File: src/tick_priority_task_scheduler_defines.svh
// ----------------------------------------------------------------------------
// Assertion macros for the task scheduler
// Shared property forms, clocked on clk and disabled while rst_n is low.
// ----------------------------------------------------------------------------
`ifndef TICK_PRIORITY_TASK_SCHEDULER_DEFINES_SVH
`define TICK_PRIORITY_TASK_SCHEDULER_DEFINES_SVH

// same-cycle implication
`define TPTS_ASSERT_NOW(lbl, ante, cons, msg) \
    lbl: assert property (@(posedge clk) disable iff (!rst_n) (ante) |-> (cons)) \
        else $error(msg);

// next-cycle implication
`define TPTS_ASSERT_NEXT(lbl, ante, cons, msg) \
    lbl: assert property (@(posedge clk) disable iff (!rst_n) (ante) |=> (cons)) \
        else $error(msg);

`endif

File: src/tpts_pkg.sv
// ----------------------------------------------------------------------------
// Task scheduler package
// Slot count, command and status codes, slot entry and control structs.
// ----------------------------------------------------------------------------
package tpts_pkg;

    localparam int NUM_SLOTS = 8;
    localparam int SLOT_W    = $clog2(NUM_SLOTS);
    localparam int IDX_W     = (SLOT_W > 3) ? SLOT_W : 3;

    localparam logic [2:0] CMD_TICK     = 3'd0;
    localparam logic [2:0] CMD_DISPATCH = 3'd1;
    localparam logic [2:0] CMD_ADD      = 3'd2;
    localparam logic [2:0] CMD_REMOVE   = 3'd3;
    localparam logic [2:0] CMD_SUSPEND  = 3'd4;
    localparam logic [2:0] CMD_RESUME   = 3'd5;

    localparam logic [1:0] RSP_OK    = 2'd0;
    localparam logic [1:0] RSP_FULL  = 2'd1;
    localparam logic [1:0] RSP_EMPTY = 2'd2;
    localparam logic [1:0] RSP_NONE  = 2'd3;

    typedef struct packed {
        logic        live;
        logic        held;
        logic [15:0] countdown;
        logic [15:0] reload;
        logic [7:0]  rank;
        logic [7:0]  pending;
    } slot_entry_t;

    typedef struct packed {
        logic        shift_en;
        slot_entry_t tail_entry;
    } ring_ctl_t;

    typedef struct packed {
        logic        busy;
        logic [31:0] tick_count;
    } seq_stat_t;

endpackage

File: src/tpts_req_if.sv
// ----------------------------------------------------------------------------
// Request channel
// Valid/ready channel carrying one scheduler command.
// ----------------------------------------------------------------------------
interface tpts_req_if;

    logic        valid;
    logic        ready;
    logic [2:0]  cmd;
    logic [2:0]  slot_index;
    logic [15:0] start_delay;
    logic [15:0] task_period;
    logic [7:0]  task_priority;

    modport source (
        output valid, cmd, slot_index, start_delay, task_period, task_priority,
        input  ready
    );

    modport sink (
        input  valid, cmd, slot_index, start_delay, task_period, task_priority,
        output ready
    );

endinterface

File: src/tpts_rsp_if.sv
// ----------------------------------------------------------------------------
// Response channel
// Valid/ready channel carrying one command result.
// ----------------------------------------------------------------------------
interface tpts_rsp_if;

    logic        valid;
    logic        ready;
    logic [1:0]  status;
    logic [2:0]  chosen_slot;
    logic [31:0] tick_total;

    modport source (
        output valid, status, chosen_slot, tick_total,
        input  ready
    );

    modport sink (
        input  valid, status, chosen_slot, tick_total,
        output ready
    );

endinterface

File: src/tpts_cell.sv
// ----------------------------------------------------------------------------
// Slot cell
// Holds one slot entry of the rotating ring; loads its neighbour on shift.
// ----------------------------------------------------------------------------
module tpts_cell (
    input  logic                 clk,
    input  logic                 rst_n,
    input  logic                 shift_en,
    input  tpts_pkg::slot_entry_t d,
    output tpts_pkg::slot_entry_t q
);

    tpts_pkg::slot_entry_t entry_reg;
    tpts_pkg::slot_entry_t entry_next;

    always_comb
    begin
        entry_next = entry_reg;
        if (shift_en)
        begin
            entry_next = d;
        end
    end

    always_ff @(posedge clk or negedge rst_n)
    begin
        if (!rst_n)
        begin
            entry_reg <= '0;
        end
        else
        begin
            entry_reg <= entry_next;
        end
    end

    assign q = entry_reg;

endmodule

File: src/tpts_seq.sv
// ----------------------------------------------------------------------------
// Scheduler sequencer
// Runs passes over the slot ring, edits the head entry and issues results.
// ----------------------------------------------------------------------------
module tpts_seq (
    input  logic                  clk,
    input  logic                  rst_n,
    input  logic                  cfg_we,
    input  logic                  cfg_wdata,
    tpts_req_if.sink              req,
    tpts_rsp_if.source            rsp,
    input  tpts_pkg::slot_entry_t head_entry,
    output tpts_pkg::ring_ctl_t   ring_ctl,
    output tpts_pkg::seq_stat_t   seq_stat
);

    localparam logic [1:0] S_IDLE  = 2'd0;
    localparam logic [1:0] S_SCAN  = 2'd1;
    localparam logic [1:0] S_APPLY = 2'd2;
    localparam logic [1:0] S_FIN   = 2'd3;

    logic [1:0]                 state_reg, state_next;
    logic [tpts_pkg::SLOT_W-1:0] pos_reg, pos_next;
    logic [tpts_pkg::SLOT_W-1:0] best_reg, best_next;
    logic [7:0]                 best_rank_reg, best_rank_next;
    logic                       found_reg, found_next;
    logic                       enable_reg, enable_next;
    logic [31:0]                tick_reg, tick_next;

    logic [2:0]                 cmd_reg;
    logic [2:0]                 idx_reg;
    logic [15:0]                delay_reg;
    logic [15:0]                period_reg;
    logic [7:0]                 prio_reg;

    logic                       out_valid_reg, out_valid_next;
    logic [1:0]                 out_status_reg;
    logic [2:0]                 out_slot_reg;
    logic [31:0]                out_tick_reg;
    logic [1:0]                 fin_status;
    logic [2:0]                 fin_slot;

    tpts_pkg::slot_entry_t      tail;
    logic                       accept;
    logic                       shifting;
    logic                       last_pos;
    logic                       at_index;
    logic                       candidate;
    logic                       out_load;

    assign accept    = req.valid && req.ready;
    assign shifting  = (state_reg == S_SCAN) || (state_reg == S_APPLY);
    assign last_pos  = pos_reg == tpts_pkg::SLOT_W'(tpts_pkg::NUM_SLOTS - 1);
    assign at_index  = tpts_pkg::IDX_W'(pos_reg) == tpts_pkg::IDX_W'(idx_reg);
    assign candidate = head_entry.live && !head_entry.held && (head_entry.pending != 8'd0);
    assign out_load  = (state_reg == S_FIN) && (!out_valid_reg || rsp.ready);

    // head edit and scan record for the slot now at the front of the ring
    always_comb
    begin
        tail           = head_entry;
        found_next     = found_reg;
        best_next      = best_reg;
        best_rank_next = best_rank_reg;
        if (state_reg == S_SCAN)
        begin
            case (cmd_reg)
                tpts_pkg::CMD_TICK:
                begin
                    if (enable_reg && head_entry.live)
                    begin
                        if (head_entry.countdown == 16'd0)
                        begin
                            if (head_entry.pending != 8'hFF)
                            begin
                                tail.pending = head_entry.pending + 8'd1;
                            end
                            if (head_entry.reload != 16'd0)
                            begin
                                tail.countdown = head_entry.reload;
                            end
                        end
                        else
                        begin
                            tail.countdown = head_entry.countdown - 16'd1;
                        end
                    end
                end
                tpts_pkg::CMD_DISPATCH:
                begin
                    if (candidate && (!found_reg || (head_entry.rank > best_rank_reg)))
                    begin
                        found_next     = 1'b1;
                        best_next      = pos_reg;
                        best_rank_next = head_entry.rank;
                    end
                end
                tpts_pkg::CMD_ADD:
                begin
                    if (!found_reg && !head_entry.live)
                    begin
                        tail.live      = 1'b1;
                        tail.held      = 1'b0;
                        tail.countdown = delay_reg;
                        tail.reload    = period_reg;
                        tail.rank      = prio_reg;
                        tail.pending   = 8'd0;
                        found_next     = 1'b1;
                        best_next      = pos_reg;
                    end
                end
                tpts_pkg::CMD_REMOVE:
                begin
                    if (at_index && head_entry.live)
                    begin
                        tail       = '0;
                        found_next = 1'b1;
                    end
                end
                tpts_pkg::CMD_SUSPEND:
                begin
                    if (at_index && head_entry.live)
                    begin
                        tail.held  = 1'b1;
                        found_next = 1'b1;
                    end
                end
                tpts_pkg::CMD_RESUME:
                begin
                    if (at_index && head_entry.live)
                    begin
                        tail.held  = 1'b0;
                        found_next = 1'b1;
                    end
                end
                default:
                begin
                end
            endcase
        end
        else if (state_reg == S_APPLY)
        begin
            if (pos_reg == best_reg)
            begin
                tail.pending = head_entry.pending - 8'd1;
                // one-shot task: free the slot
                if (head_entry.reload == 16'd0)
                begin
                    tail = '0;
                end
            end
        end
        if (accept)
        begin
            found_next     = 1'b0;
            best_next      = '0;
            best_rank_next = 8'd0;
        end
    end

    // result of the finished command
    always_comb
    begin
        fin_status = tpts_pkg::RSP_OK;
        fin_slot   = 3'd0;
        case (cmd_reg)
            tpts_pkg::CMD_ADD:
            begin
                fin_status = found_reg ? tpts_pkg::RSP_OK : tpts_pkg::RSP_FULL;
                fin_slot   = found_reg ? 3'(best_reg) : 3'd0;
            end
            tpts_pkg::CMD_DISPATCH:
            begin
                fin_status = found_reg ? tpts_pkg::RSP_OK : tpts_pkg::RSP_NONE;
                fin_slot   = found_reg ? 3'(best_reg) : 3'd0;
            end
            tpts_pkg::CMD_REMOVE, tpts_pkg::CMD_SUSPEND, tpts_pkg::CMD_RESUME:
            begin
                fin_status = found_reg ? tpts_pkg::RSP_OK : tpts_pkg::RSP_EMPTY;
            end
            default:
            begin
            end
        endcase
    end

    always_comb
    begin
        state_next     = state_reg;
        pos_next       = pos_reg;
        tick_next      = tick_reg;
        enable_next    = enable_reg;
        out_valid_next = out_valid_reg;
        if (cfg_we)
        begin
            enable_next = cfg_wdata;
        end
        if (rsp.ready)
        begin
            out_valid_next = 1'b0;
        end
        if (out_load)
        begin
            out_valid_next = 1'b1;
        end
        if (shifting)
        begin
            pos_next = last_pos ? '0 : pos_reg + 1'b1;
        end
        case (state_reg)
            S_IDLE:
            begin
                if (accept)
                begin
                    state_next = S_SCAN;
                    if (req.cmd == tpts_pkg::CMD_TICK)
                    begin
                        tick_next = tick_reg + 32'd1;
                    end
                end
            end
            S_SCAN:
            begin
                if (last_pos)
                begin
                    state_next = ((cmd_reg == tpts_pkg::CMD_DISPATCH) && found_next)
                                 ? S_APPLY : S_FIN;
                end
            end
            S_APPLY:
            begin
                if (last_pos)
                begin
                    state_next = S_FIN;
                end
            end
            S_FIN:
            begin
                if (out_load)
                begin
                    state_next = S_IDLE;
                end
            end
            default:
            begin
                state_next = S_IDLE;
            end
        endcase
    end

    always_ff @(posedge clk or negedge rst_n)
    begin
        if (!rst_n)
        begin
            state_reg     <= S_IDLE;
            pos_reg       <= '0;
            best_reg      <= '0;
            best_rank_reg <= 8'd0;
            found_reg     <= 1'b0;
            enable_reg    <= 1'b0;
            tick_reg      <= 32'd0;
            out_valid_reg <= 1'b0;
        end
        else
        begin
            state_reg     <= state_next;
            pos_reg       <= pos_next;
            best_reg      <= best_next;
            best_rank_reg <= best_rank_next;
            found_reg     <= found_next;
            enable_reg    <= enable_next;
            tick_reg      <= tick_next;
            out_valid_reg <= out_valid_next;
        end
    end

    // request and result payload
    always_ff @(posedge clk)
    begin
        if (accept)
        begin
            cmd_reg    <= req.cmd;
            idx_reg    <= req.slot_index;
            delay_reg  <= req.start_delay;
            period_reg <= req.task_period;
            prio_reg   <= req.task_priority;
        end
        if (out_load)
        begin
            out_status_reg <= fin_status;
            out_slot_reg   <= fin_slot;
            out_tick_reg   <= tick_reg;
        end
    end

    assign req.ready       = state_reg == S_IDLE;
    assign rsp.valid       = out_valid_reg;
    assign rsp.status      = out_status_reg;
    assign rsp.chosen_slot = out_slot_reg;
    assign rsp.tick_total  = out_tick_reg;

    assign ring_ctl.shift_en   = shifting;
    assign ring_ctl.tail_entry = tail;
    assign seq_stat.busy       = state_reg != S_IDLE;
    assign seq_stat.tick_count = tick_reg;

endmodule

File: src/tick_priority_task_scheduler.sv
// ----------------------------------------------------------------------------
// Tick priority task scheduler
// Slot table for a tick-driven cooperative scheduler, held in a rotating ring.
// ----------------------------------------------------------------------------
// Usage:
//   req carries one command (tick, dispatch, add, remove, suspend, resume)
//   with its slot index, start delay, period and priority. rsp returns one
//   result per request: status, chosen slot and the tick count after it.
//   cfg_we/cfg_wdata write scheduler_enable; write it only while idle.
//   The slot table is a ring of NUM_SLOTS cells that rotates one place per
//   cycle during a pass; each pass brings every slot, lowest first, past the
//   head logic. A request takes one pass, then the sequencer posts the
//   result from S_FIN into the output register. A dispatch that finds a
//   task needs a second pass to update it. One request is in work at a
//   time; the next is taken once the result has posted.
//   A new request is taken while a finished result still waits in the
//   output register; if the receiver stalls, the next result holds in the
//   sequencer until the register frees.
//   Reset empties every slot, clears the tick count and disables the
//   scheduler; the block is ready to take a request as soon as reset is released.
// ----------------------------------------------------------------------------
`include "tick_priority_task_scheduler_defines.svh"

module tick_priority_task_scheduler (
    input  logic       clk,
    input  logic       rst_n,
    tpts_req_if.sink   req,
    tpts_rsp_if.source rsp,
    input  logic       cfg_we,
    input  logic       cfg_wdata
);

    tpts_pkg::slot_entry_t ring_q [tpts_pkg::NUM_SLOTS];
    tpts_pkg::ring_ctl_t   ring_ctl;
    tpts_pkg::seq_stat_t   seq_stat;

    genvar gi;
    generate
        for (gi = 0; gi < tpts_pkg::NUM_SLOTS; gi++)
        begin : g_cell
            if (gi == tpts_pkg::NUM_SLOTS - 1)
            begin : g_tail
                tpts_cell u_cell (
                    .clk      (clk),
                    .rst_n    (rst_n),
                    .shift_en (ring_ctl.shift_en),
                    .d        (ring_ctl.tail_entry),
                    .q        (ring_q[gi])
                );
            end
            else
            begin : g_body
                tpts_cell u_cell (
                    .clk      (clk),
                    .rst_n    (rst_n),
                    .shift_en (ring_ctl.shift_en),
                    .d        (ring_q[gi+1]),
                    .q        (ring_q[gi])
                );
            end
        end
    endgenerate

    tpts_seq u_seq (
        .clk        (clk),
        .rst_n      (rst_n),
        .cfg_we     (cfg_we),
        .cfg_wdata  (cfg_wdata),
        .req        (req),
        .rsp        (rsp),
        .head_entry (ring_q[0]),
        .ring_ctl   (ring_ctl),
        .seq_stat   (seq_stat)
    );

    `TPTS_ASSERT_NEXT(a_busy_after_accept, req.valid && req.ready, !req.ready,
        "request accepted while a pass was starting")
    `TPTS_ASSERT_NOW(a_ring_still_when_idle, !seq_stat.busy, !ring_ctl.shift_en,
        "slot ring rotated outside a pass")
    `TPTS_ASSERT_NEXT(a_tick_only_on_tick,
        req.valid && req.ready && (req.cmd != tpts_pkg::CMD_TICK),
        $stable(seq_stat.tick_count),
        "tick count moved on a non-tick request")

endmodule

File: src/flat_wrapper.sv
// flat-port wrapper written by rule: the top's interface ports become plain ports
module tick_priority_task_scheduler_flat 
  (clk, rst_n, cfg_we, cfg_wdata, req_valid, req_cmd, req_slot_index, req_start_delay, req_task_period, req_task_priority, req_ready, rsp_valid, rsp_status, rsp_chosen_slot, rsp_tick_total, rsp_ready);
  tpts_req_if req_i ();
  tpts_rsp_if rsp_i ();
  input  logic clk;
  input  logic rst_n;
  input  logic cfg_we;
  input  logic cfg_wdata;
  input wire logic [$bits(req_i.valid)-1:0] req_valid;
  input wire logic [$bits(req_i.cmd)-1:0] req_cmd;
  input wire logic [$bits(req_i.slot_index)-1:0] req_slot_index;
  input wire logic [$bits(req_i.start_delay)-1:0] req_start_delay;
  input wire logic [$bits(req_i.task_period)-1:0] req_task_period;
  input wire logic [$bits(req_i.task_priority)-1:0] req_task_priority;
  output wire logic [$bits(req_i.ready)-1:0] req_ready;
  output wire logic [$bits(rsp_i.valid)-1:0] rsp_valid;
  output wire logic [$bits(rsp_i.status)-1:0] rsp_status;
  output wire logic [$bits(rsp_i.chosen_slot)-1:0] rsp_chosen_slot;
  output wire logic [$bits(rsp_i.tick_total)-1:0] rsp_tick_total;
  input wire logic [$bits(rsp_i.ready)-1:0] rsp_ready;
  assign req_i.valid = req_valid;
  assign req_i.cmd = req_cmd;
  assign req_i.slot_index = req_slot_index;
  assign req_i.start_delay = req_start_delay;
  assign req_i.task_period = req_task_period;
  assign req_i.task_priority = req_task_priority;
  assign req_ready = req_i.ready;
  assign rsp_valid = rsp_i.valid;
  assign rsp_status = rsp_i.status;
  assign rsp_chosen_slot = rsp_i.chosen_slot;
  assign rsp_tick_total = rsp_i.tick_total;
  assign rsp_i.ready = rsp_ready;
  tick_priority_task_scheduler u_core (.clk(clk), .rst_n(rst_n), .req(req_i), .rsp(rsp_i), .cfg_we(cfg_we), .cfg_wdata(cfg_wdata));
endmodule
File: config.mk
export PLATFORM = sky130hd
export DESIGN_NAME = tick_priority_task_scheduler_flat
export DESIGN_NICKNAME = d
export VERILOG_FILES = /design/src/tpts_pkg.sv /design/src/tpts_req_if.sv /design/src/tpts_rsp_if.sv /design/src/tpts_cell.sv /design/src/tpts_seq.sv /design/src/tick_priority_task_scheduler.sv /design/src/flat_wrapper.sv
export VERILOG_INCLUDE_DIRS = /design/src /design/src/src
export SDC_FILE = /design/constraint.sdc
export NUM_CORES = 1
export LEC_CHECK = 0
export BUFFER_PORTS_ARGS = -buffer_cell sky130_fd_sc_hd__buf_2
export CORE_UTILIZATION = 62
export DETAILED_ROUTE_END_ITERATION = 8
export PLACE_DENSITY = 0.82
export SLEW_MARGIN = 20
export SYNTH_ARGS = -nofsm -noshare
export SYNTH_HDL_FRONTEND = slang
export SYNTH_HIERARCHICAL = 1
export SYNTH_SLANG_ARGS = --single-unit
File: constraint.sdc
create_clock -name clk -period 3.2 [get_ports clk]
set_clock_uncertainty 0.05 [all_clocks]
set_input_delay 0.16 -clock clk [delete_from_list [all_inputs] [get_ports clk]]
set_output_delay 0.16 -clock clk [all_outputs]
set_load 0.005 [all_outputs]
# [Yosys cells after proc, flatten, opt, wreduce, memory -nomap -nowiden]
# Index checks and enable logic that the tools add are counted.
[totals] reg_bits=534 out_inout_bits=39 inputBits=52 word_cells=170
[op_classes] add_sub_neg=5 magnitude_cmp=1 n_mux=47 reduce_logical=35 n_eq_ne=18
[op_table] cell="$mux 50" n=6
[op_table] cell="$mux 8" n=7
[op_table] cell="$mux 16" n=3
[op_table] cell="$pmux 16 s3" n=1
[op_table] cell="$pmux 24 s2" n=1
[op_table] cell="$add 32x1->32 const B" n=1
[op_table] cell="$logic_not 16->1" n=2
[op_table] cell="$pmux 8 s3" n=1
[op_table] cell="$reduce_bool 16->1" n=1
[op_table] cell="$sub 16x1->16 const B" n=1
[op_table] cell="$mux 3" n=5
[op_table] cell="$mux 2" n=6
[op_table] cell="$mux 1" n=11
[op_table] cell="$eq 3x3->1 const B" n=3
[op_table] cell="$logic_and 1x1->1" n=9
[op_table] cell="$add 8x1->8 const B" n=1
[op_table] cell="$gt 8x8->1" n=1
[op_table] cell="$ne 8x8->1 const B" n=1
[op_table] cell="$pmux 2 s4" n=1
[op_table] cell="$reduce_and 4->1" n=2
[op_table] cell="$reduce_bool 2->1" n=4
[op_table] cell="$reduce_bool 8->1" n=1
[op_table] cell="$sub 8x1->8 const B" n=1
[op_table] cell="$eq 3x2->1 const B" n=2
[op_table] cell="22 further kinds" n=34

# [Longest topological paths before layout]
# Gate-level depths: netlist of the first run.
[depth] word_depth=12 ltp_mapped=11 depth_no_buf=9

# [Cells and area by module]
# Netlist of the first run, hierarchy kept.
[by_module_without_submodules] module="tpts_cell" area_per_inst_um2=2113.3 instances=8 cells_each=106 seq_area_each_um2=1251.2
[by_module_without_submodules] module="tpts_seq" area_per_inst_um2=7948.9 instances=1 cells_each=812 seq_area_each_um2=3768.6

# [Least setup slack after synthesis of the first run]
# Ideal clock, no wire load.
[synth_path] path_type="reg-to-reg" start="register u_core.u_seq.state_reg[0]" end="register u_core.u_seq.cmd_reg[0] (enable)" required_time_ns=2.721 stages_incl_launch_ff=6 n_path_buf=1 setup_slack_ns=0.307 period_less_slack_ns=2.893 setup_ns=0.429 t_arrival_ns=2.414 cell_sequence="dfrtp_1 inv_1 ha_1 nand2_1 inv_1 clkbuf_1"
[synth_via] elab_chain_len=2
[synth_lines] item="from (decl)" line="tpts_seq.sv:22" rtl="logic [1:0] state_reg, state_next;"
[synth_lines] item="from (signal assigned)" line="tpts_seq.sv:266" rtl="state_reg <= state_next;"
[synth_lines] item="$logic_not 2->1" line="tpts_seq.sv:296" rtl="assign req.ready = state_reg == S_IDLE;"
[synth_lines] item="net req_ready" line="flat_wrapper.sv:16" rtl="output wire logic [$bits(req_i.ready)-1:0] req_ready;"
[synth_lines] item="$logic_and 1x1->1" line="tpts_seq.sv:51" rtl="assign accept = req.valid && req.ready;"
[synth_lines] item="net u_core.u_seq.accept" line="tpts_seq.sv:44" rtl="logic accept;"
[synth_lines] item="to (signal assigned)" line="tpts_seq.sv:282" rtl="cmd_reg <= req.cmd;"
[synth_lines] item="to (decl)" line="tpts_seq.sv:30" rtl="logic [2:0] cmd_reg;"
# The timed path passes the listed nets, and every way through them passes these cells.
# A chain may end at the register's enable or synchronous reset.

==> results of run 1 <==
## how the worst max path moves through the flow
| stage | cells past startpoint | slack (ns) | end |
|---|---|---|---|
| 6_report | 8 | 0.11 | u_core/g_cell[7].g_tail.u_cell/q[8] |
| 5_1_grt | 7 | 0.01 | u_core/g_cell[7].g_tail.u_cell/q[8] |
| 4_1_cts | 8 | 0.19 | u_core/g_cell[7].g_tail.u_cell/q[40] |
| 3_5_place_dp | 8 | 0.23 | u_core/g_cell[7].g_tail.u_cell/q[40] |
| 3_3_place_gp | 8 | 0.37 | u_core/g_cell[7].g_tail.u_cell/q[40] |
| 2_1_floorplan | 5 | 0.31 | u_core/u_seq/cmd_reg[0] |
## through the flow
step	cells	utilization [%]	setup slack, ns
finish	2387	71.17	0.1144
detailed placement	2239	65.45	0.2330
global placement	2239	65.45	0.3665
global route	2387	71.17	0.01466
CTS	2387	71.14	0.1921
floorplan	1660	-	0.3074
## synth_stat cells, drive strengths merged, types with 4 or more instances
library cell / instances
nor2: 52
xnor2: 32
o21a: 25
a211oi: 7
or4: 8
o31ai: 6
edfxtp: 83
dfrtp: 451
a311oi: 4
a32oi: 5
clkbuf: 41
nor3: 23
o21ai: 52
buf: 58
o2bb2ai: 24
nand3: 33
nor4: 17
inv: 26
o211ai: 8
and4: 8
ha: 20
a21oi: 35
and2: 7
or3: 5
o22ai: 4
a31oi: 14
nand2b: 8
nand4: 13
mux2i: 10
o221ai: 4
xor2: 9
nand2: 100
and3: 13
a21o: 7
mux2: 410
## power groups by stage
stage	sequential (mW)	combinational (mW)	clock, mW
after floorplan	10.4	12.8	0
after global placement	10.9	13.7	0
after detailed placement	11.0	14.1	0
after CTS	11.0	14.3	6.25
after global routing	11.3	15.2	6.52
final	11.1	14.4	6.14
## critical path: stages, from the launching register on
cell       delay, ns
dfrtp_1         0.49
nor2_1          0.45
nand2_1         0.57
buf_12          0.35
o21a_1          0.16
o21ai_0         0.27
nand2_1         0.13
o2bb2ai_1       0.20
mux2_4          0.28
## cell families (layout without fill, tap and decap cells)
| kind of cell | count (synthesis) | count (layout) |
|---|---|---|
| mux | 420 | 420 |
| buf+inv | 125 | 334 |
| simple gates | 293 | 293 |
| compound gates | 227 | 227 |
| flops | 534 | 534 |
| xor+xnor | 41 | 41 |
| fa+ha+maj | 20 | 20 |
## area by class of cell
type / count / share of cell area (%)
Clock inverter: 21 / 0.7375
Inverter: 26 / 0.3508
Multi-Input combinational cell: 1001 / 35.55
Sequential cell: 534 / 49.52
Clock buffer: 77 / 5.455
Tap cell: 518 / 2.329
Timing Repair Buffer: 210 / 6.062
## timing repair
item / in CTS / in global routing
gates resized for setup: 0 / 1
endpoints found under the hold margin: 147 / 0
endpoints found under the setup margin: 0 / 2
setup buffers: 0 / 0
hold buffers: 50 / 0
## metal layers
metal	vias up	track usage (%)	share of wire [%]
li1	6364	-	-
met3	140	5.047	6.3
met4	0	11.20	3.2
met5	-	0	0
met1	7384	38.03	43
met2	495	43.09	47
==> results.py, run 1 <==
metrics = {
    "hold_path": {
        "hold_class": "input pin to register",
        "min-delay-start": "req_valid",
        "holdPathStages": 3,
        "whs_endpoint": "u_core/u_seq/state_reg[1]",
    },
    "timing": {
        "finalMaxSlewViolations": 0,
        "worst_slew_pin_slew_ns": 0.9695,
        "fin_setup_tns_ns": 0,
        "period_minus_slack_ns": 3.086,
        "holdWs_ns": 0.05236,
        "relSlewSlack_pct": 35.13,
        "finalCritPeriodShare_pct": 96.43,
        "finalHoldViolations": 0,
        "final-setup-viol-count": 0,
        "rsz0062_at_grt": "no",
        "max_freq_ghz": 0.3241,
    },
    "logic_synthesis": {
        "synth_simple_gate_area_share_pct": 5.895,
        "yosys-top-cells-area": "dfrtp_1 45%, mux2_4 24%, edfxtp_1 10%",
        "synth_nets": 1732,
        "ys_seq_area_share_pct": 55.43,
        "synth_compound_area_share_pct": 6.277,
        "synthFlopType": "dfrtp_1",
        "syn-instance-count": 1660,
        "syn_avg_cell_area_sq_um": 14.97,
        "synth_top_area_cell": "dfrtp_1",
        "synthMuxAreaShare_pct": 25.02,
        "async_flop_share_pct": 84.46,
        "synth_seq_cells": 534,
        "synth-xor-area-share_pct": 1.445,
        "synth_cell_type_count": 72,
        "synth_top_family_by_area": "multiplexers",
        "synth_edf_count": 83,
        "yosys.area_share.adder_pct": 1.007,
        "ys_warn_count": 6,
        "synth_top_area_share_pct": 45.41,
        "syn_area_sq_mm": 0.02486,
    },
    "layout": {
        "seq_area_sq_mm": 0.01378,
        "syn_to_final_growth_pct": 11.95,
        "drive_gt1_share_pct": 35.96,
        "final_area_sq_mm": 0.02782,
        "fillers": 2463,
        "layout_commonest_cell": "dfrtp_1",
        "diodes": 0,
        "finalNetCount": 1898,
        "largest_reg_flops": 350,
        "multiInputGateArea_sq_mm": 0.009891,
        "mostFrequentLayoutCells": "451 x dfrtp_1, 400 x mux2_4, 98 x nand2_1",
    },
    "setup_path": {
        "reg2reg_to": "u_core/g_cell[7].g_tail.u_cell/q[8]",
        "cp_max_fo": 14,
        "path_class": "register to register",
        "startpoint_type": "register",
        "required_ns": 3.64,
        "r2r_slack_ns": 0.11,
        "arrival_ns": 3.52,
        "ff2ff_path_depth": 8,
        "setup.worst_path.start": "u_core/g_cell[0].g_body.u_cell/q[49]",
        "r2r_start": "u_core/g_cell[0].g_body.u_cell/q[49]",
        "end_kind": "register",
    },
    "power": {
        "ir_drop_mv": 0.8547,
        "combPwrFrac_pct": 45.6,
        "leakagePower_nw": 13.33,
        "p_int_mw": 19.92,
        "clockPowerShare_pct": 19.4,
        "power_mw": 31.62,
        "switching_share_pct": 36.98,
        "power_density_mw_per_mm2": 1136,
        "p_seq_share_pct": 35.0,
        "p_switching_mw": 11.69,
    },
    "grt": {
        "grt_pass1_vias": 15570,
        "grt_remaining_overflow": 0,
        "grt_max_degree": 110,
        "grt_usage_pct": 27.46,
        "grt_first_pass_wirelength_microns": 87630,
        "antenna_found_initial": 0,
    },
    "clocking": {
        "numCtsBuffers": 53,
        "cts.sinks": 534,
        "cts_tree": "yes",
        "cts_root_buf": "clkbuf_16",
        "cts_buffer_depth": 3,
        "clk_latency_ns": 0.61,
        "htreeDepth": 2,
        "clk_pin_slew_ns": 0.06,
    },
    "floorplanning": {
        "core_sq_mm": 0.03910,
        "rows": 72,
        "dieWidth_microns": 202.2,
        "die_area_sq_mm": 0.04089,
        "pin_count": 91,
        "die_h_microns": 202.2,
        "initial_core_util_pct": 63.57,
    },
    "detailed_routing": {
        "drt_iter0_markers": 1266,
        "drc_errors": 0,
        "routedWlPerCell_microns": 22.76,
        "drt_wl_total_microns": 54330,
        "ant_nets": 0,
        "viasPerCell": 6.026,
        "num_vias": 14380,
        "drt_pass1_iterations": 7,
    },
    "placement": {
        "place_hpwl_microns": 33010,
        "placed_area_sq_mm": 0.02559,
        "place_congestion": 0.9260,
        "io_buffer_count": 90,
    },
    "run_status": {
        "status": "finished, final reports clean",
    },
    "flow_run": {
        "drv_cap": 0,
    },
}
Power figures use the tool's default switching activity.
==> inputs of run 2 (changes only) <==
--- a/config.mk
+++ b/config.mk
@@ -6,7 +6,7 @@
 export SDC_FILE = /design/constraint.sdc
 export NUM_CORES = 1
 export LEC_CHECK = 0
-export BUFFER_PORTS_ARGS = -buffer_cell sky130_fd_sc_hd__buf_2
+export BUFFER_PORTS_ARGS = -buffer_cell sky130_fd_sc_hd__buf_4
 export CORE_UTILIZATION = 62
 export DETAILED_ROUTE_END_ITERATION = 8
 export PLACE_DENSITY = 0.82
==> constraint.sdc (replaced) <==
create_clock -name clk -period 3.9 [get_ports clk]
set_clock_uncertainty 0.05 [all_clocks]
set_input_delay 0.195 -clock clk [delete_from_list [all_inputs] [get_ports clk]]
set_output_delay 0.195 -clock clk [all_outputs]
set_load 0.005 [all_outputs]
==> run 2 against run 1 <==
  * Maximum frequency is 6.2% lower
  * Non-clock buffer count is 33 lower
  * Clock-buffer cell count is 2 higher
  * Highest routed layer unchanged
  * Critical path depth is 1 lower
  * Global-route usage is 0.71 points lower
  * Critical path type unchanged
  * Largest power group unchanged
  * Via count is 1.8% lower
  * Routed wire length is 2.4% lower
  * Clock power is 17% lower
  * Combinational power is 22% lower
==> results.py, run 2 (synthesis results as in run 1) <==
metrics = {
    "setup_path": {
        "ff2ff_path_depth": 7,
        "cp_max_fo": 17,
        "startpoint_type": "register",
        "reg2reg_to": "u_core/g_cell[7].g_tail.u_cell/q[10]",
        "end_kind": "register",
        "cpMaxStageDelayCell": "and2_1",
        "path_cells": "or3b_2 -> nor3_1 -> and2_1 -> buf_4 -> nand2_1 -> o2bb2ai_1 -> mux2_4",
        "r2r_start": "u_core/u_seq/cmd_reg[1]",
        "arrival_ns": 3.78,
        "required_ns": 4.39,
        "path_class": "register to register",
        "r2r_slack_ns": 0.61,
        "critical-path-max-stage-delay_ns": 0.88,
    },
    "layout": {
        "fillers": 2504,
        "largest_reg_flops": 350,
        "layout_commonest_cell": "dfrtp_1",
        "finalNetCount": 1865,
        "diodes": 0,
        "drive_gt1_share_pct": 34.37,
        "syn_to_final_growth_pct": 11.68,
        "fin_util_pct": 71.00,
        "mostFrequentLayoutCells": "451 x dfrtp_1, 400 x mux2_4, 112 x buf_4",
        "instances_no_fill": 2354,
    },
    "timing": {
        "holdWs_ns": 0.1029,
        "max_freq_ghz": 0.3039,
        "worst_slew_pin_slew_ns": 1.134,
        "period_minus_slack_ns": 3.290,
        "finalHoldViolations": 0,
        "rsz0062_at_grt": "no",
        "relSlewSlack_pct": 24.18,
        "final-setup-viol-count": 0,
        "finalMaxSlewViolations": 0,
        "fin_setup_tns_ns": 0,
        "finalCritPeriodShare_pct": 84.37,
    },
    "clocking": {
        "clk_latency_ns": 0.60,
        "numCtsBuffers": 53,
        "cts_setup_buffers": 0,
        "ctsHoldBuffers": 50,
        "clk_pin_slew_ns": 0.06,
        "ctsResizeCount": 0,
        "cts_tree": "yes",
        "htreeDepth": 2,
        "cts_buffer_depth": 3,
        "cts.sinks": 534,
        "cts_root_buf": "clkbuf_16",
    },
    "detailed_routing": {
        "m1WireLength_microns": 23300,
        "drt_pass1_iterations": 7,
        "drt_iter0_markers": 1134,
        "met3_length_microns": 2985,
        "drt_wl_total_microns": 53010,
        "ant_nets": 0,
        "routedWlPerCell_microns": 22.52,
        "viasPerCell": 5.998,
        "num_vias": 14120,
        "drc_errors": 0,
        "top_layer": "met4",
        "routed-wl-met2_microns": 25320,
    },
    "floorplanning": {
        "dieWidth_microns": 202.2,
        "die_h_microns": 202.2,
        "rows": 72,
        "initial_core_util_pct": 63.57,
        "die_area_sq_mm": 0.04089,
        "pin_count": 91,
        "core_sq_mm": 0.03910,
    },
    "run_status": {
        "status": "finished, final reports clean",
    },
    "flow_run": {
        "drv_cap": 0,
    },
    "placement": {
        "io_buffer_count": 90,
        "place_hpwl_microns": 32130,
        "place_congestion": 0.8992,
        "numPlacedInstances": 2206,
    },
    "grt": {
        "grt_remaining_overflow": 0,
        "grt_usage_pct": 26.75,
        "grt_pass1_vias": 14990,
        "grt_max_degree": 115,
        "grt_first_pass_wirelength_microns": 85440,
        "antenna_found_initial": 0,
    },
    "power": {
        "ir_drop_mv": 0.7348,
        "power_mw": 25.58,
        "power_density_mw_per_mm2": 921.6,
        "leakagePower_nw": 13.23,
    },
    "hold_path": {
        "holdPathStages": 3,
        "hold_class": "input pin to register",
        "whs_endpoint": "u_core/u_seq/state_reg[1]",
        "min-delay-start": "req_valid",
    },
}
run 2: worst max-delay path by stage:
stage / cells after the start / slack (ns) / from / end
final: 7 / 0.61 / u_core/u_seq/cmd_reg[1] / u_core/g_cell[7].g_tail.u_cell/q[10]
after global placement: 7 / 0.77 / u_core/u_seq/cmd_reg[0] / u_core/g_cell[7].g_tail.u_cell/q[13]
after detailed placement: 7 / 0.68 / u_core/u_seq/cmd_reg[1] / u_core/g_cell[7].g_tail.u_cell/q[29]
after CTS: 7 / 0.68 / u_core/u_seq/cmd_reg[1] / u_core/g_cell[7].g_tail.u_cell/q[29]
after global routing: 7 / 0.48 / u_core/u_seq/cmd_reg[1] / u_core/g_cell[7].g_tail.u_cell/q[10]
after floorplan: 5 / 1.01 / u_core/u_seq/state_reg[0] / u_core/u_seq/cmd_reg[0]
run 2: metal layers:
metal  track usage (%)  vias to the layer above
met2             42.35                      461
met1             37.92                     7280
met3             4.224                       92
li1                  -                     6286
met4             9.103                        0
met5                 0                        -
run 2: final cells by class:
| type | instances | area (sq um) | share of cell area [%] |
|---|---|---|---|
| Inverter | 26 | 97.59 | 0.3516 |
| Multi-Input combinational cell | 1001 | 9877 | 35.58 |
| Timing Repair Buffer | 177 | 1637 | 5.896 |
| Sequential cell | 534 | 13780 | 49.63 |
| Tap cell | 518 | 648.1 | 2.335 |
| Clock inverter | 19 | 237.7 | 0.8564 |
| Clock buffer | 79 | 1484 | 5.346 |
run 2: power breakdown:
group / internal, mW / switching (mW)
Combinational: 5.66 / 5.63
Sequential: 7.60 / 1.59
Clock: 2.97 / 2.14
run 2: per-stage QoR:
stage               instance area, sq um  worst slack (ns)
finish                             27760            0.6096
global route                       27760            0.4815
CTS                                27760            0.6792
detailed placement                 25540            0.6766
global placement                   25540            0.7670
floorplan                          24860             1.007
run 2: critical path, delay by kind of cell (launching register included):
kind	cells	cell delay, ns
compound gates	1	0.15
mux	1	0.16
simple gates	4	1.94
buf+inv	1	0.36
flops	1	0.58
